**src/smt_pkg.sv**
```systemverilog
// Shared types and codes for the sliding mode tracker.
// It depends on nothing. The front, back and top level import it.
package smt_pkg;

  // Operation codes carried in each input word.
  localparam logic [1:0] OP_ADD    = 2'd0;
  localparam logic [1:0] OP_REMOVE = 2'd1;
  localparam logic [1:0] OP_QUERY  = 2'd2;
  localparam logic [1:0] OP_CLEAR  = 2'd3;

  // Error codes reported with every result word.
  localparam logic [1:0] ERR_OK     = 2'd0;
  localparam logic [1:0] ERR_FULL   = 2'd1;
  localparam logic [1:0] ERR_ABSENT = 2'd2;

  // Field widths fixed by the interface.
  localparam int KEY_W = 64;
  localparam int ROW_W = 32;
  localparam int CNT_W = 32;
  localparam int DN_W  = 9;

  // Number of slots in the command queue between front and back.
  localparam int QDEPTH = 2;

  // One accepted command.
  typedef struct packed {
    logic [1:0]       op;
    logic [KEY_W-1:0] key;
    logic [ROW_W-1:0] row;
  } cmd_t;

  // One row of the frequency table.
  typedef struct packed {
    logic [KEY_W-1:0] key;
    logic [CNT_W-1:0] cnt;
    logic [ROW_W-1:0] frow;
  } entry_t;

endpackage

```
**src/smt_front.sv**
```systemverilog
// Front part of the sliding mode tracker: accepts input words and queues them.
// It depends on smt_pkg and feeds smt_back through a small queue.
module smt_front import smt_pkg::*; (
  input  logic             clk,
  input  logic             rst_n,
  input  logic             in_valid,
  output logic             in_stall,
  input  logic [1:0]       in_op,
  input  logic [KEY_W-1:0] in_key_value,
  input  logic [ROW_W-1:0] in_row_index,
  output logic             cmd_valid,
  output cmd_t             cmd,
  input  logic             cmd_pop
);

  localparam int PW = $clog2(QDEPTH);
  localparam int CW = $clog2(QDEPTH + 1);

  cmd_t          q_r [QDEPTH];
  logic [PW-1:0] wr_ptr_r, wr_ptr_nxt;
  logic [PW-1:0] rd_ptr_r, rd_ptr_nxt;
  logic [CW-1:0] cnt_r, cnt_nxt;
  logic          push, pop;
  cmd_t          in_cmd;

  // Pack the incoming word; the operation code is passed through as received.
  always_comb begin
    in_cmd.op  = in_op;
    in_cmd.key = in_key_value;
    in_cmd.row = in_row_index;
  end

  assign in_stall  = (cnt_r == CW'(QDEPTH));
  assign push      = in_valid && !in_stall;
  assign cmd_valid = (cnt_r != '0);
  assign pop       = cmd_pop && cmd_valid;
  assign cmd       = q_r[rd_ptr_r];

  // Pointer and fill count update.
  always_comb begin
    wr_ptr_nxt = wr_ptr_r;
    rd_ptr_nxt = rd_ptr_r;
    cnt_nxt    = cnt_r;
    if (push) begin
      wr_ptr_nxt = (wr_ptr_r == PW'(QDEPTH - 1)) ? '0 : wr_ptr_r + 1'b1;
    end
    if (pop) begin
      rd_ptr_nxt = (rd_ptr_r == PW'(QDEPTH - 1)) ? '0 : rd_ptr_r + 1'b1;
    end
    if (push && !pop) begin
      cnt_nxt = cnt_r + 1'b1;
    end else if (pop && !push) begin
      cnt_nxt = cnt_r - 1'b1;
    end
  end

  always_ff @(posedge clk) begin
    if (!rst_n) begin
      wr_ptr_r <= '0;
      rd_ptr_r <= '0;
      cnt_r    <= '0;
    end else begin
      wr_ptr_r <= wr_ptr_nxt;
      rd_ptr_r <= rd_ptr_nxt;
      cnt_r    <= cnt_nxt;
    end
  end

  // Queue storage needs no reset.
  always_ff @(posedge clk) begin
    if (push) begin
      q_r[wr_ptr_r] <= in_cmd;
    end
  end

endmodule

```
**config.mk**
```make
export PLATFORM = sky130hd
export DESIGN_NAME = smt_front
export DESIGN_NICKNAME = d
export VERILOG_FILES = /design/src/smt_pkg.sv /design/src/smt_front.sv
export SDC_FILE = /design/constraint.sdc
export NUM_CORES = 1
export LEC_CHECK = 0
export BUFFER_PORTS_ARGS = -buffer_cell sky130_fd_sc_hd__buf_4
export CAP_MARGIN = 20
export CORE_MARGIN = 3
export CORE_UTILIZATION = 45
export DETAILED_ROUTE_END_ITERATION = 12
export PLACE_DENSITY = 0.7
export SLEW_MARGIN = 20
export SYNTH_ARGS = -nofsm -noshare
export SYNTH_HDL_FRONTEND = slang
export SYNTH_SLANG_ARGS = --single-unit
```
**constraint.sdc**
```tcl
create_clock -name clk -period 9.5 [get_ports clk]
set_input_delay 0.475 -clock clk [delete_from_list [all_inputs] [get_ports clk]]
set_output_delay 0.475 -clock clk [all_outputs]
set_load 0.02 [all_outputs]
```
Word level (Yosys, flattened, before mapping)
Memories as Yosys holds them, arrays and structs flattened. A register that Yosys moved wholly into a read port is not among the register bits.
Cells that the tools add are included.
{ "word_totals": {"elab_cells": 26, "in_bits": 102, "ramBits": 196, "register_bits": 4, "n_memories": 1, "output_inout_bits": 100} }
{ "classes": {"eq_ne": 1, "n_reduce_logical": 9, "n_mux": 8, "addsub": 4} }
{ "memory_table": {"columns": ["memory", "depth", "word_bits", "rd", "rd_clocked_by_memory_dff", "write_ports", "line", "source"], "rows": [
  ["q_r", 2, 98, 1, 1, 1, "smt_front.sv:19", "cmd_t q_r [QDEPTH];"]
]} }
{ "op_table": {"columns": ["op", "n"], "rows": [
  ["two-way mux 1 bit", 6],
  ["logical AND 1 bit", 4],
  ["two-way mux 2 bit", 2],
  ["nonzero test 2 bit", 2],
  ["logical NOT 1 bit", 3],
  ["adder 1 bit, second input constant", 2],
  ["adder 2 x 1 -> 2 bit, second input constant", 1],
  ["equality test 2 bit, second input constant", 1],
  ["subtractor 2 x 1 -> 2 bit, second input constant", 1]
]} }

Logic depth before layout (Yosys ltp)
Gate-level depths: netlist of the first run.
{ "logic_depth": {"word_depth": 7, "depth_mapped": 7, "ltp_nobuf": 7} }

Least setup slack after synthesis of the first run
OpenSTA, ideal clock, no wires.
{ "synth_path": {"kind": "reg-to-reg", "start": "register cnt_r[0]", "end": "memory q_r[0][0] (netlist bit), enable pin", "setup_ns": 0.538, "path_stages_with_launch": 4, "synth_period_minus_slack_ns": 4.928, "t_arrival_ns": 4.390, "path_buffers": 0, "t_required_ns": 8.962, "setup_slack_ns": 4.572, "cell_sequence": "dfxtp_1 -> nand2b_1 -> inv_2 -> nor3_2"} }
{ "synth_between": {"elab_chain_cells": 5} }
{ "synth_lines": {"columns": ["element", "line", "source"], "rows": [
  ["start: declaration", "smt_front.sv:22", "logic [CW-1:0] cnt_r, cnt_nxt;"],
  ["start signal: assignment", "smt_front.sv:65", "cnt_r <= cnt_nxt;"],
  ["equality test 2 bit", "smt_front.sv:33", "assign in_stall = (cnt_r == CW'(QDEPTH));"],
  ["named net in_stall", "smt_front.sv:7", "output logic in_stall,"],
  ["logical NOT 1 bit", "smt_front.sv:34", "assign push = in_valid && !in_stall;"],
  ["logical AND 1 bit", "smt_front.sv:34", null],
  ["two-way mux 1 bit", "smt_front.sv:71", "if (push) begin"],
  ["two-way mux 1 bit (implied by the code)", "smt_front.sv:72", "q_r[wr_ptr_r] <= in_cmd;"],
  ["end: declaration", "smt_front.sv:19", null]
]} }
The timed path passes the listed nets, and every way through them passes these cells.

==> results.py, run 1 <==
metrics = {
    "sta": {
        "fin_crit_ns": 3.14,
        "max_slew_margin_pct": 37.3,
        "final.setup.tns_ns": 0,
        "slew_violations": 0,
        "clock.fmax_mhz": 318,
        "fin_crit_sh_pct": 33.1,
        "worst_slew_pin_slew_ns": 0.941,
        "grt_setup_unrepaired": "no",
        "skew_ns": 0.00948,
        "setup_viol_count_final": 0,
        "hold_viol": 0,
    },
    "setup_path": {
        "crit_arrival_ns": 2.67,
        "worstPathRequired_ns": 9.03,
        "critPathKind": "register to output pin",
        "path_max_fanout": 60,
        "endpoint_kind": "output pin",
        "crit_path_start_kind": "register",
        "r2r_cells": 3,
        "r2r_slack_ns": 7.18,
    },
    "global_routing": {
        "antenna_found_initial": 0,
        "grt_max_degree": 70,
        "grt_pass1_vias": 4020,
        "grt_pass1_wl_um": 21300,
        "grt_util_all_layers_pct": 15.0,
        "overflow": 0,
    },
    "detailed_routing": {
        "remaining_drc_errors": 0,
        "antenna_left": 0,
        "routedWlPerCell_um": 18.0,
        "vias_per_cell": 4.84,
        "vias": 3767,
        "drt_iter0_drc": 181,
        "first_pass_iters": 4,
        "wl_um": 14000,
    },
    "placement": {
        "port_buffers": 201,
        "routabilityCongestion": 0.728,
        "dpl.hpwl_um": 9200,
    },
    "logic_synthesis": {
        "synth_area_leader_cell": "edfxtp_1",
        "synth_common_cells": "edfxtp_1 (196), mux2_2 (78), mux2_4 (20), buf_2 (7), dfxtp_1 (5)",
        "yosys_warnings": 0,
        "synth_seq_cells": 201,
        "avgSynthCellArea_um2": 22.4,
        "synth-seq-area-share_pct": 81.1,
        "synth_cells": 330,
        "synth_area_um2": 7380,
        "synthArstFlopShare_pct": 0,
        "synth_area_leaders": "edfxtp_1 (80%), mux2_2 (12%), mux2_4 (4.1%)",
        "synth.distinct_cells": 23,
        "syn_nets": 433,
        "yosys.area.top_type_share_pct": 79.7,
        "synth_edf_count": 196,
        "synth.most_common_cell": "edfxtp_1",
        "synth_flop_cell": "edfxtp_1",
    },
    "power_and_ir_drop": {
        "netSwitchingPower_uw": 771,
        "finalPower_uw": 2670,
        "power_frac_comb_pct": 29.4,
        "p_int_uw": 1890,
        "powerDensity_nw_per_um2": 274,
        "vdd_drop_max_mv": 0.160,
        "leakage_uw": 0.00365,
        "switching_share_pct": 28.9,
        "p_clk_share_pct": 26.6,
        "power.share.sequential_pct": 44.0,
    },
    "die": {
        "dieHeight_um": 134,
        "fp.dieArea_um2": 18000,
        "core_um2": 15900,
        "row_count": 46,
        "initial_core_util_pct": 46.3,
        "die_w_um": 134,
        "ios": 202,
    },
    "clocking": {
        "worst_skew_pair.late_latency_ns": 0.49,
        "cts_root_buffer": "clkbuf_16",
        "ctsHoldBuffers": 0,
        "numCtsBuffers": 21,
        "post_cts_resized": 0,
        "post_cts_buffers": 0,
        "cts_max_path_buffers": 3,
        "htree_levels": 1,
        "cts_tree": "done",
        "clock_sinks": 201,
        "cts.clk_slew.worst_paths_ns": 0.06,
    },
    "finish": {
        "utilization_pct": 61.0,
        "fin_nets": 650,
        "areaGrowthSynthToFinish_pct": 31.8,
        "drive_gt1_share_pct": 59.4,
        "antenna_cells": 0,
    },
    "hold_path": {
        "whs_path_depth": 1,
        "min_path_type": "input pin to register",
    },
    "run_status": {
        "status": "complete, no violations",
    },
    "flow_run": {
        "cap_violations": 0,
    },
}
## registers in the layout, summed over array words and instances, names as in the netlist, named ones only
signal    flops
cnt_r         2
q_r         196
rd_ptr_r      1
wr_ptr_r      1
## final cells by class
type                    instances  area, um^2
flip-flops and latches        201        5990
inverters                       2        7.51
clock inverters                14        62.6
multi-input cells             116        1320
fillers                      1176        6220
repair buffers                205        1540
clock buffers                  24         537
well taps                     216         270
## metal layers
metal | global-route usage [%] | vias to the layer above | wire [um]
li1 | - | 1747 | -
met1 | 18.1 | 1836 | 5410
met2 | 25.6 | 159 | 6840
met3 | 5.70 | 25 | 1430
met4 | 3.90 | 0 | 345
met5 | 0 | - | 0
## kinds of logic (layout without fill, tap and decap cells)
kind of cell	Yosys count	in the layout	share of synthesized area, %
AOI/OAI and AO/OA	5	5	0.441
and+or+nand+nor	9	9	0.780
DFF	201	201	81.1
muxes	98	98	16.0
xor gates and xnor gates	3	3	0.356
adders and majority gates	1	1	0.169
buffers and inverters	13	245	1.19
## per-stage QoR
| step | setup slack, ns | area [um^2] | hold WS, ns | instances |
|---|---|---|---|---|
| floorplan | 4.57 | 7380 | 0.479 | 330 |
| global placement | 6.86 | 9130 | 0.495 | 740 |
| detailed placement | 6.84 | 9130 | 0.529 | 740 |
| CTS | 6.32 | 9720 | 0.152 | 778 |
| global route | 6.24 | 9720 | 0.144 | 778 |
| finish | 6.36 | 9720 | 0.172 | 778 |
## cells in the final DEF, fill, tap and decap left out, types with 2 or more instances in the layout
cell and instances:
buf_4 205, edfxtp_1 196, mux2_2 78, clkbuf_16 21, mux2_4 20, clkinv_1 9, clkinv_2 4, dfxtp_1 4
and2_1 3, clkbuf_1 3, xnor2_1 2
## worst paths after layout
check,from,to
worst max-delay path,register,cmd[33]
worst min-delay path,in_row_index[13],q_r[0][13]
worst max register to register,cnt_r[0],q_r[1][43]
worst min register to register,cnt_r[1],cnt_r[1]
## worst max-delay path, cell delays in order (launching register included)
cell	delay, ns
dfxtp_4	0.75
buf_4	0.76
mux2_2	0.43
buf_4	0.16
## power groups by stage
stage               clock network, uW  registers [uW]  logic [uW]
floorplan                           0            1170         516
global placement                    0            1190         789
detailed placement                  0            1190         795
CTS                               731            1170         798
global route                      763            1190         833
finish                            710            1170         784
No activity file was read; power rests on OpenSTA's default activity.
==> run 2: changes to the inputs <==
--- a/config.mk
+++ b/config.mk
@@ -10,7 +10,7 @@
 export CORE_MARGIN = 3
 export CORE_UTILIZATION = 45
 export DETAILED_ROUTE_END_ITERATION = 12
-export PLACE_DENSITY = 0.7
+export PLACE_DENSITY = 0.73
 export SLEW_MARGIN = 20
 export SYNTH_ARGS = -nofsm -noshare
 export SYNTH_HDL_FRONTEND = slang
==> constraint.sdc (replaced) <==
create_clock -name clk -period 2.75 [get_ports clk]
set_input_delay 0.1375 -clock clk [delete_from_list [all_inputs] [get_ports clk]]
set_output_delay 0.1375 -clock clk [all_outputs]
set_load 0.02 [all_outputs]
==> results.py, run 2 (same netlist as run 1, synthesis figures left out) <==
metrics = {
    "placement": {
        "place_ws_ns": 0.994,
        "port_buffers": 201,
        "dpl.hpwl_um": 9330,
        "dp.cells": 742,
        "routabilityCongestion": 0.737,
    },
    "die": {
        "ios": 202,
        "core_um2": 15900,
        "row_count": 46,
        "die_w_um": 134,
        "dieHeight_um": 134,
        "fp.dieArea_um2": 18000,
        "initial_core_util_pct": 46.3,
    },
    "global_routing": {
        "overflow": 0,
        "grtUsageMet3_pct": 3.86,
        "grt_pass1_vias": 4496,
        "grtUsageMet1_pct": 19.9,
        "grt.met2_usage_pct": 28.8,
        "top_usage_layer": "met2",
        "grt_pass1_wl_um": 23100,
        "antenna_found_initial": 0,
        "grt_util_all_layers_pct": 16.2,
        "grt_max_degree": 99,
    },
    "setup_path": {
        "endpoint_kind": "output pin",
        "rr_startpoint": "cnt_r[0]",
        "r2r_cells": 3,
        "path_max_fanout": 21,
        "r2r_slack_ns": 1.02,
        "crit_arrival_ns": 2.01,
        "rr_endpoint": "q_r[1][57]",
        "critPathKind": "register to output pin",
        "worstPathRequired_ns": 2.61,
        "crit_path_start_kind": "register",
        "worstSetupEndpoint": "cmd[37]",
    },
    "power_and_ir_drop": {
        "leakage_uw": 0.00412,
        "finalPower_uw": 9720,
        "vdd_drop_max_mv": 0.676,
        "powerDensity_nw_per_um2": 895,
    },
    "finish": {
        "areaGrowthSynthToFinish_pct": 47.2,
        "final_common_cell": "buf_4",
        "fin_nets": 751,
        "largest_register_ffs": 196,
        "drive_gt1_share_pct": 51.4,
        "reg_top3": "q_r x196, cnt_r x2",
        "instances_no_fill": 877,
        "fillerInstances": 1015,
        "largest-register": "q_r",
        "final_cell_mix": "buf_4 (203), edfxtp_1 (196), dlygate4sd3_1 (99), mux2_2 (78), clkbuf_16 (21)",
        "antenna_cells": 0,
    },
    "clocking": {
        "htree_levels": 1,
        "numCtsBuffers": 21,
        "worst_skew_pair.late_latency_ns": 0.48,
        "clock_sinks": 201,
        "cts.clk_slew.worst_paths_ns": 0.06,
        "cts_tree": "done",
        "cts_root_buffer": "clkbuf_16",
        "cts_max_path_buffers": 3,
        "post_cts_resized": 0,
    },
    "sta": {
        "skew_ns": 0.00371,
        "setup_viol_count_final": 0,
        "slew_violations": 0,
        "hold_viol": 0,
        "fin_crit_sh_pct": 77.9,
        "max_slew_margin_pct": 62.6,
        "clock.fmax_mhz": 467,
        "final.setup.tns_ns": 0,
        "grt_setup_unrepaired": "no",
        "fin_crit_ns": 2.14,
        "timing.hold.ws_ns": 0.0342,
        "fin_ws_ns": 0.607,
        "worst_slew_pin_slew_ns": 0.560,
    },
    "detailed_routing": {
        "vias": 4191,
        "routedWlPerCell_um": 17.4,
        "wl_um": 15300,
        "vias_per_cell": 4.78,
        "antenna_left": 0,
        "first_pass_iters": 6,
        "remaining_drc_errors": 0,
        "drt_iter0_drc": 248,
    },
    "run_status": {
        "status": "complete, no violations",
    },
    "hold_path": {
        "min_path_type": "input pin to register",
    },
    "flow_run": {
        "cap_violations": 0,
    },
}
==> run 2: cell types whose count changed in the layout (fill, tap and decap cells not counted), sizes merged <==
cell,previous run,this run
dlygate4sd3,0,99
clkinv,13,6
bufinv,0,3
buf,205,207
clkbuf,24,25
clkinvlp,0,1
==> run 2: worst min path at each step <==
| stage | startpoint | to | slack (ns) | depth (start not counted) |
|---|---|---|---|---|
| after floorplan | in_row_index[0] | q_r[0][0] | 0.24 | 0 |
| after global placement | in_key_value[1] | q_r[1][33] | 0.32 | 1 |
| after CTS | in_valid | wr_ptr_r | 0.02 | 3 |
| final | in_valid | wr_ptr_r | 0.03 | 3 |
| after global routing | in_valid | wr_ptr_r | 0.05 | 3 |
| after detailed placement | in_key_value[1] | q_r[1][33] | 0.32 | 1 |
==> run 2: through the flow <==
step	util [%]	cell area, um^2
after floorplan	-	7400
after global placement	57.7	9200
after detailed placement	57.7	9200
after CTS	68.1	10900
after global routing	68.1	10900
final	68.1	10900
==> run 2: timing repair <==
item | in CTS | in global routing
hold endpoints to repair | 201 | 0
endpoints found under the setup margin | 0 | 0
setup buffers | 0 | 0
hold buffers | 99 | 0
==> run 2: worst max-delay path: stages, from the launching register on <==
cell and delay (ns):
dfxtp_4 0.57, buf_4 0.38, mux2_2 0.39, buf_4 0.16
==> run 2: cell type report <==
class | count | area (um^2) | area share, %
flip-flops and latches | 201 | 5990 | 55.1
repair buffers | 306 | 2590 | 23.9
multi-input cells | 116 | 1330 | 12.2
clock buffers | 25 | 541 | 4.98
well taps | 216 | 270 | 2.49
clock inverters | 11 | 131 | 1.21
inverters | 2 | 10.0 | 0.0921
==> run 2: metal layers <==
layer	part of all wire (%)	wire [um]	up-vias
met5	0	0	-
met4	2.6	396	0
met3	6.9	1050	34
met2	50	7630	162
met1	40	6170	2050
li1	-	-	1945
==> run 2: power breakdown <==
part	total [uW]	internal [uW]	switching (uW)	leakage, uW
Clock	2740	1680	1060	0.000325
Combinational	2960	1440	1520	0.00192
Sequential	4010	3850	158	0.00187
Total	9720	6980	2740	0.00412
==> run 3: changes to the inputs <==
--- a/config.mk
+++ b/config.mk
@@ -10,7 +10,7 @@
 export CORE_MARGIN = 3
 export CORE_UTILIZATION = 45
 export DETAILED_ROUTE_END_ITERATION = 12
-export PLACE_DENSITY = 0.73
+export PLACE_DENSITY = 0.7
 export SLEW_MARGIN = 20
 export SYNTH_ARGS = -nofsm -noshare
 export SYNTH_HDL_FRONTEND = slang
==> constraint.sdc (replaced) <==
create_clock -name clk -period 2.1 [get_ports clk]
set_input_delay 0.105 -clock clk [delete_from_list [all_inputs] [get_ports clk]]
set_output_delay 0.105 -clock clk [all_outputs]
set_load 0.02 [all_outputs]
==> results.py, run 3 (same netlist as run 1, synthesis figures left out) <==
metrics = {
    "run_status": {
        "status": "complete, no violations",
    },
    "die": {
        "initial_core_util_pct": 46.3,
        "fp.dieArea_um2": 18000,
        "row_count": 46,
        "dieHeight_um": 134,
        "ios": 202,
        "die_w_um": 134,
        "core_um2": 15900,
    },
    "finish": {
        "largest-register": "q_r",
        "seq_area_um2": 5990,
        "areaGrowthSynthToFinish_pct": 47.3,
        "final_common_cell": "buf_4",
        "reg_top3": "q_r x196, cnt_r x2",
        "fin_nets": 752,
        "multi_input_area_um2": 1330,
        "drive_gt1_share_pct": 51.3,
        "instances_no_fill": 879,
        "antenna_cells": 0,
        "final_cell_area_um2": 10900,
        "fillerInstances": 1061,
        "largest_register_ffs": 196,
        "final_cell_mix": "buf_4 (204), edfxtp_1 (196), dlygate4sd3_1 (100), mux2_2 (78), clkbuf_16 (21)",
    },
    "detailed_routing": {
        "routedWlPerCell_um": 17.3,
        "drt_iter0_drc": 189,
        "antenna_left": 0,
        "vias_per_cell": 4.73,
        "wl_um": 15200,
        "first_pass_iters": 4,
        "vias": 4158,
        "remaining_drc_errors": 0,
    },
    "sta": {
        "worst_slew_pin_slew_ns": 0.425,
        "slew_violations": 0,
        "clock.fmax_mhz": 495,
        "fin_crit_ns": 2.02,
        "timing.hold.ws_ns": 0.107,
        "setup_viol_count_final": 0,
        "fin_ws_ns": 0.0785,
        "grt_setup_unrepaired": "no",
        "hold_viol": 0,
        "fin_crit_sh_pct": 96.3,
        "max_slew_margin_pct": 71.6,
        "skew_ns": 0.00982,
    },
    "power_and_ir_drop": {
        "finalPower_uw": 12700,
        "power_frac_comb_pct": 30.6,
        "leakage_uw": 0.00413,
        "netSwitchingPower_uw": 3560,
        "switching_share_pct": 28.1,
        "p_clk_share_pct": 28.0,
        "vdd_drop_max_mv": 0.839,
        "power.share.sequential_pct": 41.4,
        "powerDensity_nw_per_um2": 1170,
        "p_int_uw": 9120,
    },
    "clocking": {
        "numCtsBuffers": 20,
        "post_cts_resized": 0,
        "clock_sinks": 201,
        "cts.clk_slew.worst_paths_ns": 0.06,
        "worst_skew_pair.late_latency_ns": 0.47,
        "cts_tree": "done",
        "htree_levels": 1,
        "cts_root_buffer": "clkbuf_16",
        "cts_max_path_buffers": 3,
    },
    "setup_path": {
        "crit_path_start_kind": "register",
        "cpMaxStageDelayCell": "dfxtp_4",
        "crit_chain": "buf_12 > mux2_2 > buf_4",
        "crit_arrival_ns": 1.92,
        "endpoint_kind": "output pin",
        "path_max_fanout": 39,
        "critPathKind": "register to output pin",
        "cpPeakStageDelay_ns": 0.56,
        "worstPathRequired_ns": 2.00,
    },
    "placement": {
        "place_ws_ns": 0.543,
        "dp.cells": 743,
        "routabilityCongestion": 0.698,
        "port_buffers": 201,
        "placed_area_um2": 9210,
        "dpl.hpwl_um": 9270,
    },
    "global_routing": {
        "antenna_found_initial": 0,
        "grt_max_degree": 70,
        "overflow": 0,
        "grt_util_all_layers_pct": 16.4,
        "grt_pass1_wl_um": 23600,
        "grt_pass1_vias": 4532,
    },
    "flow_run": {
        "cap_violations": 0,
    },
    "hold_path": {
        "min_path_type": "input pin to register",
    },
}
==> run 3: cell type report <==
class,instances,area share [%]
clock buffers,23,4.90
well taps,216,2.49
clock inverters,13,1.21
inverters,2,0.0920
flip-flops and latches,201,55.1
multi-input cells,116,12.2
repair buffers,308,24.0
==> run 3: worst max-delay path: cells and delay by family (launching register included) <==
kind / cells / cell delay (ns)
flip-flops: 1 / 0.56
multiplexers: 1 / 0.39
buffers and inverters: 2 / 0.45
==> run 3: per-layer routing <==
metal	up-vias	GRT usage, %	routed length (um)
met5	-	0	0
met4	0	4.30	271
met3	22	4.58	1210
met2	159	28.0	7500
met1	2030	20.8	6190
li1	1947	-	-
==> run 3: repair_timing <==
item,4_1_cts,5_1_grt
hold buffers,100,0
hold endpoints to repair,201,0
buffers inserted,0,0
==> run 3: final timing paths <==
path,from,to,slack (ns),cells after the start
worst max-delay path,register,cmd[84],0.08,3
worst max register to register,cnt_r[0],q_r[0][29],0.56,4
worst min register to register,cnt_r[1],cnt_r[1],0.56,2
worst min-delay path,cmd_pop,register,0.11,4
==> run 3: power by group through the flow <==
stage / Combinational [uW] / Sequential (uW) / Clock (uW)
2_1_floorplan: 2360 / 5250 / 0
3_3_place_gp: 3730 / 5300 / 0
3_5_place_dp: 3760 / 5330 / 0
4_1_cts: 3940 / 5250 / 3650
5_1_grt: 4120 / 5300 / 3830
6_report: 3880 / 5250 / 3550
==> run 3: metrics by stage <==
stage / util (%) / TNS [ns]
finish: 68.2 / 0
global route: 68.2 / 0
floorplan: - / -133.37
global placement: 57.8 / 0
detailed placement: 57.8 / 0
CTS: 68.2 / 0
